`src/hdl/stkuw_pkg.sv`:
```
// Shared types and constants for the unwindable stack.
package stkuw_pkg;

    localparam int STACK_DEPTH = 16;
    localparam int DATA_W      = 32;
    localparam int CNT_W       = $clog2(STACK_DEPTH + 1);
    localparam int OUT_CNT_W   = 5;

    // Reported for top and popped value when there is nothing to report.
    localparam logic signed [DATA_W-1:0] EMPTY_MARK = -32'sd1000;

    typedef enum logic [1:0] {
        CMD_PUSH   = 2'd0,
        CMD_POP    = 2'd1,
        CMD_UNWIND = 2'd2,
        CMD_CLEAR  = 2'd3
    } t_cmd;

    typedef enum logic {
        ST_IDLE,
        ST_UNWIND
    } t_state;

    // Shift control broadcast to every cell of the chain.
    typedef struct packed {
        logic push;
        logic pop;
    } t_shift;

endpackage

```
`src/hdl/stkuw_cell.sv`:
```
// One stack cell: takes its upper neighbour's word on push, its lower one's on pop.
module stkuw_cell (
    input  logic                                    i_clk,
    input  stkuw_pkg::t_shift                       i_shift,
    input  logic signed [stkuw_pkg::DATA_W-1:0]     i_above,
    input  logic signed [stkuw_pkg::DATA_W-1:0]     i_below,
    output logic signed [stkuw_pkg::DATA_W-1:0]     o_value
);

    logic signed [stkuw_pkg::DATA_W-1:0] r_value;

    always_ff @(posedge i_clk) begin
        if (i_shift.push) begin
            r_value <= i_above;
        end else if (i_shift.pop) begin
            r_value <= i_below;
        end
    end

    assign o_value = r_value;

endmodule

```
`src/hdl/stack_with_unwind_to_value_core.sv`:
```
// Top level: LIFO stack built as a shifting chain of cells, with unwind-to-value.
//
//  channel | direction | handshake               | payload
//  --------+-----------+-------------------------+--------------------------------------------
//  in      | into      | i_in_valid / o_in_ready | i_command, i_data_value
//  out     | out of    | o_out_valid / i_out_ready | o_popped_value, o_top_value,
//          |           |                         | o_entry_count, o_match_found, o_overflow
//
// Push, pop and clear: the result is registered at the accepting edge.
// Unwind: the item is taken and its key stored, then the top entry is removed while
// it differs from the key, and the result is loaded once the stack is empty or the top
// matches; the top cell is compared once per cycle while the chain shifts up.
// Reset clears the count and the control state; cell contents are not reset.
// A held output item stalls the input and the end of an unwind until it is taken.
module stack_with_unwind_to_value_core (
    input  logic                                    i_clk,
    input  logic                                    i_rst_n,
    input  logic                                    i_in_valid,
    output logic                                    o_in_ready,
    input  logic [1:0]                              i_command,
    input  logic signed [stkuw_pkg::DATA_W-1:0]     i_data_value,
    output logic                                    o_out_valid,
    input  logic                                    i_out_ready,
    output logic signed [stkuw_pkg::DATA_W-1:0]     o_popped_value,
    output logic signed [stkuw_pkg::DATA_W-1:0]     o_top_value,
    output logic [stkuw_pkg::OUT_CNT_W-1:0]         o_entry_count,
    output logic                                    o_match_found,
    output logic                                    o_overflow
);

    localparam int LAST = stkuw_pkg::STACK_DEPTH - 1;

    stkuw_pkg::t_state                      r_state, n_state;
    logic [stkuw_pkg::CNT_W-1:0]            r_count, n_count;
    logic signed [stkuw_pkg::DATA_W-1:0]    r_key, n_key;
    logic                                   r_out_valid;
    logic signed [stkuw_pkg::DATA_W-1:0]    r_popped, n_popped;
    logic signed [stkuw_pkg::DATA_W-1:0]    r_top, n_top;
    logic [stkuw_pkg::OUT_CNT_W-1:0]        r_entry_count;
    logic                                   r_found, n_found;
    logic                                   r_ovf, n_ovf;

    stkuw_pkg::t_shift                      w_shift;
    stkuw_pkg::t_cmd                        w_cmd;
    logic                                   w_out_free;
    logic                                   w_accept;
    logic                                   w_empty;
    logic                                   w_unwind_done;
    logic                                   w_out_load;
    logic signed [stkuw_pkg::DATA_W-1:0]    w_cell  [stkuw_pkg::STACK_DEPTH];

    // Cell 0 is the top of stack.
    for (genvar gi = 0; gi < stkuw_pkg::STACK_DEPTH; gi++) begin : g_cell
        logic signed [stkuw_pkg::DATA_W-1:0] w_above;
        logic signed [stkuw_pkg::DATA_W-1:0] w_below;

        if (gi == 0) begin : g_top
            assign w_above = i_data_value;
        end else begin : g_mid
            assign w_above = w_cell[gi-1];
        end

        if (gi == LAST) begin : g_bot
            assign w_below = w_cell[gi];
        end else begin : g_nbot
            assign w_below = w_cell[gi+1];
        end

        stkuw_cell u_cell (
            .i_clk   (i_clk),
            .i_shift (w_shift),
            .i_above (w_above),
            .i_below (w_below),
            .o_value (w_cell[gi])
        );
    end

    assign w_cmd         = stkuw_pkg::t_cmd'(i_command);
    assign w_out_free    = !r_out_valid || i_out_ready;
    assign o_in_ready    = (r_state == stkuw_pkg::ST_IDLE) && w_out_free;
    assign w_accept      = i_in_valid && o_in_ready;
    assign w_empty       = (r_count == '0);
    assign w_unwind_done = w_empty || (w_cell[0] == r_key);

    // Next state
    always_comb begin
        n_state = r_state;
        unique case (r_state)
            stkuw_pkg::ST_IDLE: begin
                if (w_accept && (w_cmd == stkuw_pkg::CMD_UNWIND)) begin
                    n_state = stkuw_pkg::ST_UNWIND;
                end
            end
            stkuw_pkg::ST_UNWIND: begin
                if (w_unwind_done && w_out_free) begin
                    n_state = stkuw_pkg::ST_IDLE;
                end
            end
            default: n_state = stkuw_pkg::ST_IDLE;
        endcase
    end

    // Datapath control and result
    always_comb begin
        w_shift    = '0;
        w_out_load = 1'b0;
        n_count    = r_count;
        n_key      = r_key;
        n_popped   = '0;
        n_top      = stkuw_pkg::EMPTY_MARK;
        n_found    = 1'b0;
        n_ovf      = 1'b0;
        unique case (r_state)
            stkuw_pkg::ST_IDLE: begin
                if (w_accept) begin
                    unique case (w_cmd)
                        stkuw_pkg::CMD_PUSH: begin
                            w_out_load = 1'b1;
                            if (r_count == stkuw_pkg::CNT_W'(stkuw_pkg::STACK_DEPTH)) begin
                                n_ovf = 1'b1;
                                n_top = w_cell[0];
                            end else begin
                                w_shift.push = 1'b1;
                                n_count      = r_count + 1'b1;
                                n_top        = i_data_value;
                            end
                        end
                        stkuw_pkg::CMD_POP: begin
                            w_out_load = 1'b1;
                            if (w_empty) begin
                                n_popped = stkuw_pkg::EMPTY_MARK;
                            end else begin
                                w_shift.pop = 1'b1;
                                n_count     = r_count - 1'b1;
                                n_popped    = w_cell[0];
                                if (r_count != stkuw_pkg::CNT_W'(1)) begin
                                    n_top = w_cell[1];
                                end
                            end
                        end
                        stkuw_pkg::CMD_UNWIND: begin
                            n_key = i_data_value;
                        end
                        stkuw_pkg::CMD_CLEAR: begin
                            w_out_load = 1'b1;
                            n_count    = '0;
                        end
                        default: ;
                    endcase
                end
            end
            stkuw_pkg::ST_UNWIND: begin
                if (w_unwind_done) begin
                    if (w_out_free) begin
                        w_out_load = 1'b1;
                        n_found    = !w_empty;
                        if (!w_empty) begin
                            n_top = w_cell[0];
                        end
                    end
                end else begin
                    w_shift.pop = 1'b1;
                    n_count     = r_count - 1'b1;
                end
            end
            default: ;
        endcase
    end

    always_ff @(posedge i_clk) begin
        if (!i_rst_n) begin
            r_state     <= stkuw_pkg::ST_IDLE;
            r_count     <= '0;
            r_out_valid <= 1'b0;
        end else begin
            r_state <= n_state;
            r_count <= n_count;
            if (w_out_load) begin
                r_out_valid <= 1'b1;
            end else if (i_out_ready) begin
                r_out_valid <= 1'b0;
            end
        end
    end

    always_ff @(posedge i_clk) begin
        r_key <= n_key;
        if (w_out_load) begin
            r_popped      <= n_popped;
            r_top         <= n_top;
            r_entry_count <= stkuw_pkg::OUT_CNT_W'(n_count);
            r_found       <= n_found;
            r_ovf         <= n_ovf;
        end
    end

    assign o_out_valid    = r_out_valid;
    assign o_popped_value = r_popped;
    assign o_top_value    = r_top;
    assign o_entry_count  = r_entry_count;
    assign o_match_found  = r_found;
    assign o_overflow     = r_ovf;

endmodule

```
`config.mk`:
```
export PLATFORM = sky130hd
export DESIGN_NAME = stack_with_unwind_to_value_core
export DESIGN_NICKNAME = d
export VERILOG_FILES = /design/src/hdl/stkuw_pkg.sv /design/src/hdl/stkuw_cell.sv /design/src/hdl/stack_with_unwind_to_value_core.sv
export SDC_FILE = /design/constraint.sdc
export NUM_CORES = 1
export LEC_CHECK = 0
export BUFFER_PORTS_ARGS = -buffer_cell sky130_fd_sc_hd__buf_2
export CAP_MARGIN = 20
export CORE_UTILIZATION = 55
export DETAILED_ROUTE_END_ITERATION = 8
export PLACE_DENSITY = 0.71
export SYNTH_ARGS = -nofsm -noshare
export SYNTH_HDL_FRONTEND = slang
export SYNTH_SLANG_ARGS = --single-unit
```
`constraint.sdc`:
```
create_clock -name i_clk -period 35.1 [get_ports i_clk]
set_input_delay 1.755 -clock i_clk [delete_from_list [all_inputs] [get_ports i_clk]]
set_output_delay 1.755 -clock i_clk [all_outputs]
set_load 0.1 [all_outputs]
```
# --- Word level (Yosys, flattened, before mapping) ---
# Cells that the tools add are included.
word_totals:
  ff_bits: 622
  output_inout_bits: 73
  word_cells: 118
classes:
  n_addsub: 2
  n_eq_ne: 6
  n_mux: 64
  bitwise_logic: 4
  n_reduce_logical: 17
ops:
  columns: ["op", "count"]
  rows:
  - ["32-bit two-way mux", 37]
  - ["32-bit case mux with 2 select lines", 2]
  - ["32-bit equality test", 1]
  - ["5-bit two-way mux", 4]
  - ["1-bit two-way mux", 15]
  - ["5-bit case mux with 3 select lines", 1]
  - ["5-bit case mux with 2 select lines", 1]
  - ["3-bit OR reduction", 3]
  - ["1-bit case mux with 2 select lines", 3]
  - ["3-bit AND reduction", 2]
  - ["5-bit by 1-bit adder with 5-bit output, second input constant", 1]
  - ["5-bit equality test, second input constant", 1]
  - ["5-bit logical NOT", 1]
  - ["5-bit by 1-bit inequality test with 1-bit output, second input constant", 1]
  - ["5-bit by 1-bit subtractor with 5-bit output, second input constant", 1]
  - ["2-bit equality test, second input constant", 2]
  - ["1-bit logical AND", 4]
  - ["1-bit inverter", 4]
  - ["2-bit nonzero test", 2]
  - ["2-bit by 1-bit equality test with 1-bit output, second input constant", 1]
  - ["1-bit logical NOT", 2]
  - ["2-bit logical NOT", 1]
  - ["1-bit logical OR", 2]
  - ["2-bit two-way mux", 1]

# --- Logic depth before layout (Yosys ltp) ---
depth:
  depth_word: 8
  ltp_mapped: 10

# --- Cells and area by module ---
# A second synthesis with hierarchy kept.
hier_totals:
  hier_cells: 1535
  area_unflattened_um2: 29445.7
by_module_without_submodules:
  columns: ["mod", "instances", "cells_per_inst", "area_per_inst_um2", "seq_area_each_um2"]
  rows:
  - ["stkuw_cell", 16, 69, 1507.7, 960.9]
  - ["stack_with_unwind_to_value_core", 1, 431, 5322.6, 3233.1]

# --- Least setup slack after synthesis ---
# No wires, ideal clock.
synth_path:
  kind: "in2reg"
  from: "input port i_command[0]"
  to: "register g_cell[0].u_cell.r_value (netlist bit g_cell[0].u_cell.o_value[0]) (enable)"
  setup_time_ns: 0.877
  arrival_time_ns: 12.699
  required_time_ns: 34.223
  setup_slack_ns: 21.523
  cell_stages: 5
  cell_sequence: "buf_2 > nor3_2 > nand2_1 > inv_2 > or3_1"
synth_via:
  elab_chain_len: 5
  word_cells_on_any_way: 8
  cone_classes: "eq/ne (1); mux (5); reduce/logical (2)"
synth_rtl:
  columns: ["item", "line_no", "text"]
  rows:
  - ["from (decl)", "stack_with_unwind_to_value_core.sv:20", "input logic [1:0] i_command,"]
  - ["2-bit by 1-bit equality test with 1-bit output / 2-bit logical NOT (equally long branches)", "stack_with_unwind_to_value_core.sv:116", "unique case (w_cmd)"]
  - ["1-bit two-way mux", "stack_with_unwind_to_value_core.sv:116", null]
  - ["2-bit two-way mux *", "stack_with_unwind_to_value_core.sv:115", "if (w_accept) begin"]
  - ["1-bit case mux with 2 select lines / 1-bit two-way mux (equally long branches)", "stack_with_unwind_to_value_core.sv:113", "unique case (r_state)"]
  - ["2-bit nonzero test (no line) *", null, null]
  - ["to (signal assigned)", "stkuw_cell.sv:14", "r_value <= i_above;"]
  - ["to (signal assigned)", "stkuw_cell.sv:16", "r_value <= i_below;"]
  - ["to (decl)", "stkuw_cell.sv:10", "logic signed [stkuw_pkg::DATA_W-1:0] r_value;"]
# Every way passes the cells marked *; elsewhere a longest branch is shown, timed or not.
# A chain may end at the register's enable or synchronous reset.

# --- Worst setup path after layout ---
layout_path:
  from: "input port i_command[0]"
  to: "register g_cell[6].u_cell.r_value (netlist bit g_cell[6].u_cell.o_value[25]) (enable)"
layout_via:
  elab_chain_len: 5
  word_cells_on_any_way: 8
  cone_classes: "eq/ne (1); mux (5); reduce/logical (2)"
layout_rtl:
  columns: ["item", "line_no"]
  rows:
  - ["2-bit by 1-bit equality test with 1-bit output / 2-bit logical NOT (equally long branches)", "stack_with_unwind_to_value_core.sv:116"]
  - ["1-bit two-way mux", "stack_with_unwind_to_value_core.sv:116"]
  - ["2-bit two-way mux *", "stack_with_unwind_to_value_core.sv:115"]
  - ["1-bit case mux with 2 select lines / 1-bit two-way mux (equally long branches)", "stack_with_unwind_to_value_core.sv:113"]
  - ["2-bit nonzero test (no line) *", null]
  - ["to (signal assigned)", "stkuw_cell.sv:14"]
  - ["to (signal assigned)", "stkuw_cell.sv:16"]
  - ["to (decl)", "stkuw_cell.sv:10"]
# Marks and branches as above.

==> reports/summary.json <==
{
  "outcome": {
    "status": "finished, final reports clean"
  },
  "logic_synthesis": {
    "synthesis.instances": 2492,
    "synth_cell_type_count": 52,
    "yosysWarnings": 0,
    "netlist_area_mm2": 0.0265,
    "post_synth_fa_ha_maj_area_fraction": 0.00189,
    "syn-num-nets": 2534,
    "synthArstFlopShare": 0,
    "main_combinational_cell_family_by_area_after_synthesis": "simple AND/OR/NAND/NOR gates",
    "synth_simple_gate_area_share": 0.227,
    "synth_sequential_area_ratio": 0.702,
    "synth_edf_count": 615,
    "muxShareOfSynthArea": 0.00118,
    "syn_avg_cell_area_um2": 10.6,
    "synth_seq_cells": 622,
    "ys_dominant_reg_cell": "edfxtp_1",
    "synth_area_leaders": "edfxtp_1 (70%), nand2_1 (20%), xnor2_1 (1.2%), buf_2 (1.1%), clkbuf_1 (0.93%)",
    "synth_compound_gate_area_share": 0.0329,
    "synth-xor-area-share": 0.0116,
    "top_cell_type_by_total_area_after_synthesis": "edfxtp_1",
    "yosysTopAreaCellShare": 0.697
  },
  "floorplan": {
    "floorplan.die.height_um": 222,
    "die-width_um": 222,
    "fp.dieArea_mm2": 0.0491,
    "ios": 111,
    "core-area_mm2": 0.0476,
    "initial_core_util": 0.556,
    "row_count": 80
  },
  "routing": {
    "drt_pre_antenna_iters": 5,
    "routedWlPerCell_um": 16.0,
    "detail_route.iter0.violations": 2004,
    "dr_vias_cell": 5.36,
    "drt_drc_violations_left": 0,
    "postRouteAntennaNets": 0,
    "via_count_of_the_routed_design": 17300,
    "routed_wirelength_mm": 51.6
  },
  "global_route": {
    "grt_antenna_before_repair": 0,
    "first_global_vias": 15900,
    "overflow": 0,
    "groute.usage.overall": 0.209,
    "grt_pass1_wl_mm": 83.6,
    "grt_max_degree": 198
  },
  "clock_tree": {
    "cts-hold-fix-buffers": 0,
    "htree_levels": 2,
    "post_cts.repair.setup_buffers": 0,
    "clkTransAtPathRegs_ns": 0.06,
    "tritoncts_buffer_count": 61,
    "clock_insertion_delay_at_the_later_pin_of_the_skew_report_ns": 0.62,
    "cts.root.buffer_cell": "clkbuf_16",
    "clockBufferDepth": 3,
    "numClockSinks": 622,
    "cts_tree": "yes",
    "cts_resized": 0
  },
  "sta": {
    "final.setup_skew_ns": 0.0273,
    "min_period_ns": 6.07,
    "period_share": 0.173,
    "timing.final.hold_violations": 0,
    "final_max_slew_viol_count": 0,
    "timing_worst_slew_pin_value_ns": 1.15,
    "max_freq_mhz": 165,
    "fin_tns_setup_ns": 0,
    "timing.final.setup_violations": 0,
    "worst_slew_margin_rel": 0.234,
    "postLayoutSetupSlackWorst_ns": 29.03,
    "unrepaired_setup_endpoints_after_global_routing": "no"
  },
  "place": {
    "placement.io_buffers": 110,
    "place_ws_ns": 28.26,
    "routabilityCongestion": 0.903,
    "detailedPlacementHpwl_mm": 31.3,
    "post-place-cells": 3106
  },
  "final_layout": {
    "post_route_cells_drive_above_1_share": 0.0894,
    "layout.cells.most_common": "nand2_1",
    "ant_diodes": 0,
    "most-common-layout-cells": "nand2_1 (1437), edfxtp_1 (615), buf_2 (110)",
    "synthToLayoutAreaGrowth_pct": 11.6,
    "multiInputGateArea_mm2": 0.00731,
    "layout.filler_cells": 3734,
    "net_count_reported_at_finish": 2599,
    "ff_latch_area_mm2": 0.0186,
    "final-instance-count-excl-fill": 3221
  },
  "min_path": {
    "hold_path.startpoint": "g_cell[14].u_cell.o_value[22]",
    "whs_endpoint": "g_cell[15].u_cell.o_value[22]",
    "hold_path.class": "reg -> reg",
    "timing.hold.worst_path_depth": 0
  },
  "critical_path": {
    "most_common_cell_type_on_the_critical_path": "buf_4",
    "timing.critical_path.from_type": "input pin",
    "setup.worst_path.class": "in -> reg",
    "regToRegEndpoint": "g_cell[6].u_cell.o_value[25]",
    "cp_slowest_cell": "buf_4",
    "cpPeakStageDelay_ns": 0.86,
    "timing.critical_path.buf_inv": 6,
    "cp_cell_sequence": "buf_2 -> nor3_2 -> buf_4 -> nand2_4 -> inv_8 -> or3_4 -> buf_4 -> buf_4 -> buf_12",
    "critical_path.top_delay_family": "buffers and inverters",
    "critical_path_data_arrival_time_ns": 6.35,
    "crit-reg2reg-launch": "r_count[0]",
    "rr_worst_depth": 11,
    "setup.reg_to_reg.worst_slack_ns": 29.41,
    "largest_driver_fanout_on_the_critical_path": 153,
    "timing.critical_path.from": "i_command[0]",
    "worst_ep_required_time_ns": 35.39,
    "worst_setup_path_end_kind": "flip-flop"
  },
  "job": {
    "cap_violations": 0
  },
  "power_and_ir_drop": {
    "leakagePower_nw": 12.0,
    "power_density_mw_per_mm2": 59.1,
    "power.total_mw": 1.75,
    "irDropWorstVdd_mv": 0.0407
  }
}
metal layers:
| layer | vias to the layer above | GRT usage | part of all wire | wire, µm |
|---|---|---|---|---|
| met3 | 80 | 0.0314 | 0.059 | 3060 |
| met5 | - | 0 | 0 | 0 |
| met2 | 548 | 0.306 | 0.44 | 22600 |
| met1 | 8195 | 0.320 | 0.48 | 24600 |
| li1 | 8447 | - | - | - |
| met4 | 0 | 0.0741 | 0.028 | 1440 |
power by group:
| group | switching [mW] | internal [mW] | leakage, nW |
|---|---|---|---|
| registers | 0.0247 | 0.881 | 5.72 |
| logic | 0.132 | 0.0399 | 5.26 |
| clock network | 0.271 | 0.399 | 0.992 |
| total | 0.427 | 1.32 | 12.0 |
sequential cells by signal (all words and copies together), names as in the netlist:
register / count
r_count: 5
o_top_value: 32
o_out_valid: 1
o_overflow: 1
r_key: 32
o_entry_count: 5
o_popped_value: 32
r_state: 1
o_match_found: 1
g_cell.u_cell.o_value: 512
metrics by stage:
| stage | util | hold slack [ns] | area, µm² |
|---|---|---|---|
| after floorplan | - | 0.426 | 26500 |
| after global placement | 0.576 | 0.429 | 27400 |
| after detailed placement | 0.576 | 0.432 | 27400 |
| after CTS | 0.619 | 0.439 | 29500 |
| after global routing | 0.621 | 0.454 | 29600 |
| final | 0.621 | 0.434 | 29600 |
cell type report:
type                    count  share of cell area
inverters                  15             0.00216
clock inverters            37              0.0145
multi-input cells        1726               0.247
well taps                 615              0.0260
clock buffers              75              0.0548
repair buffers            131              0.0261
flip-flops and latches    622               0.629
kinds of logic after synthesis:
| group | after synthesis |
|---|---|
| mux | 3 |
| buf+inv | 144 |
| simple gates | 1560 |
| fa+ha+maj | 4 |
| flops | 622 |
| compound gates | 124 |
| xor+xnor | 35 |
Yosys cell counts, types with 8 or more instances:
library cell	instances
nand3_1	15
o21ai_0	33
o22ai_1	16
a222oi_1	8
nor2_1	65
buf_2	59
clkbuf_1	66
nand2_1	1438
xnor2_1	35
inv_1	14
nor3_1	11
a22oi_1	12
o21a_1	22
nand4_1	8
edfxtp_1	615
how the worst max path moves through the flow:
| stage | endpoint | slack (ns) | cells after the start |
|---|---|---|---|
| 2_1_floorplan | g_cell[0].u_cell.o_value[0] | 21.52 | 5 |
| 3_3_place_gp | g_cell[10].u_cell.o_value[22] | 28.34 | 8 |
| 3_5_place_dp | g_cell[10].u_cell.o_value[22] | 28.26 | 8 |
| 4_1_cts | g_cell[4].u_cell.o_value[19] | 28.90 | 8 |
| 5_1_grt | g_cell[5].u_cell.o_value[24] | 28.69 | 9 |
| 6_report | g_cell[6].u_cell.o_value[25] | 29.03 | 9 |
worst reg2reg max path, delay by kind of cell, from the launching register on:
kind | cells | cell delay (ns)
DFF | 1 | 0.46
adders and majority gates | 1 | 0.25
buffers and inverters | 6 | 3.09
and+or+nand+nor | 4 | 1.53
Note: power is estimated with default switching activity, not from simulation.
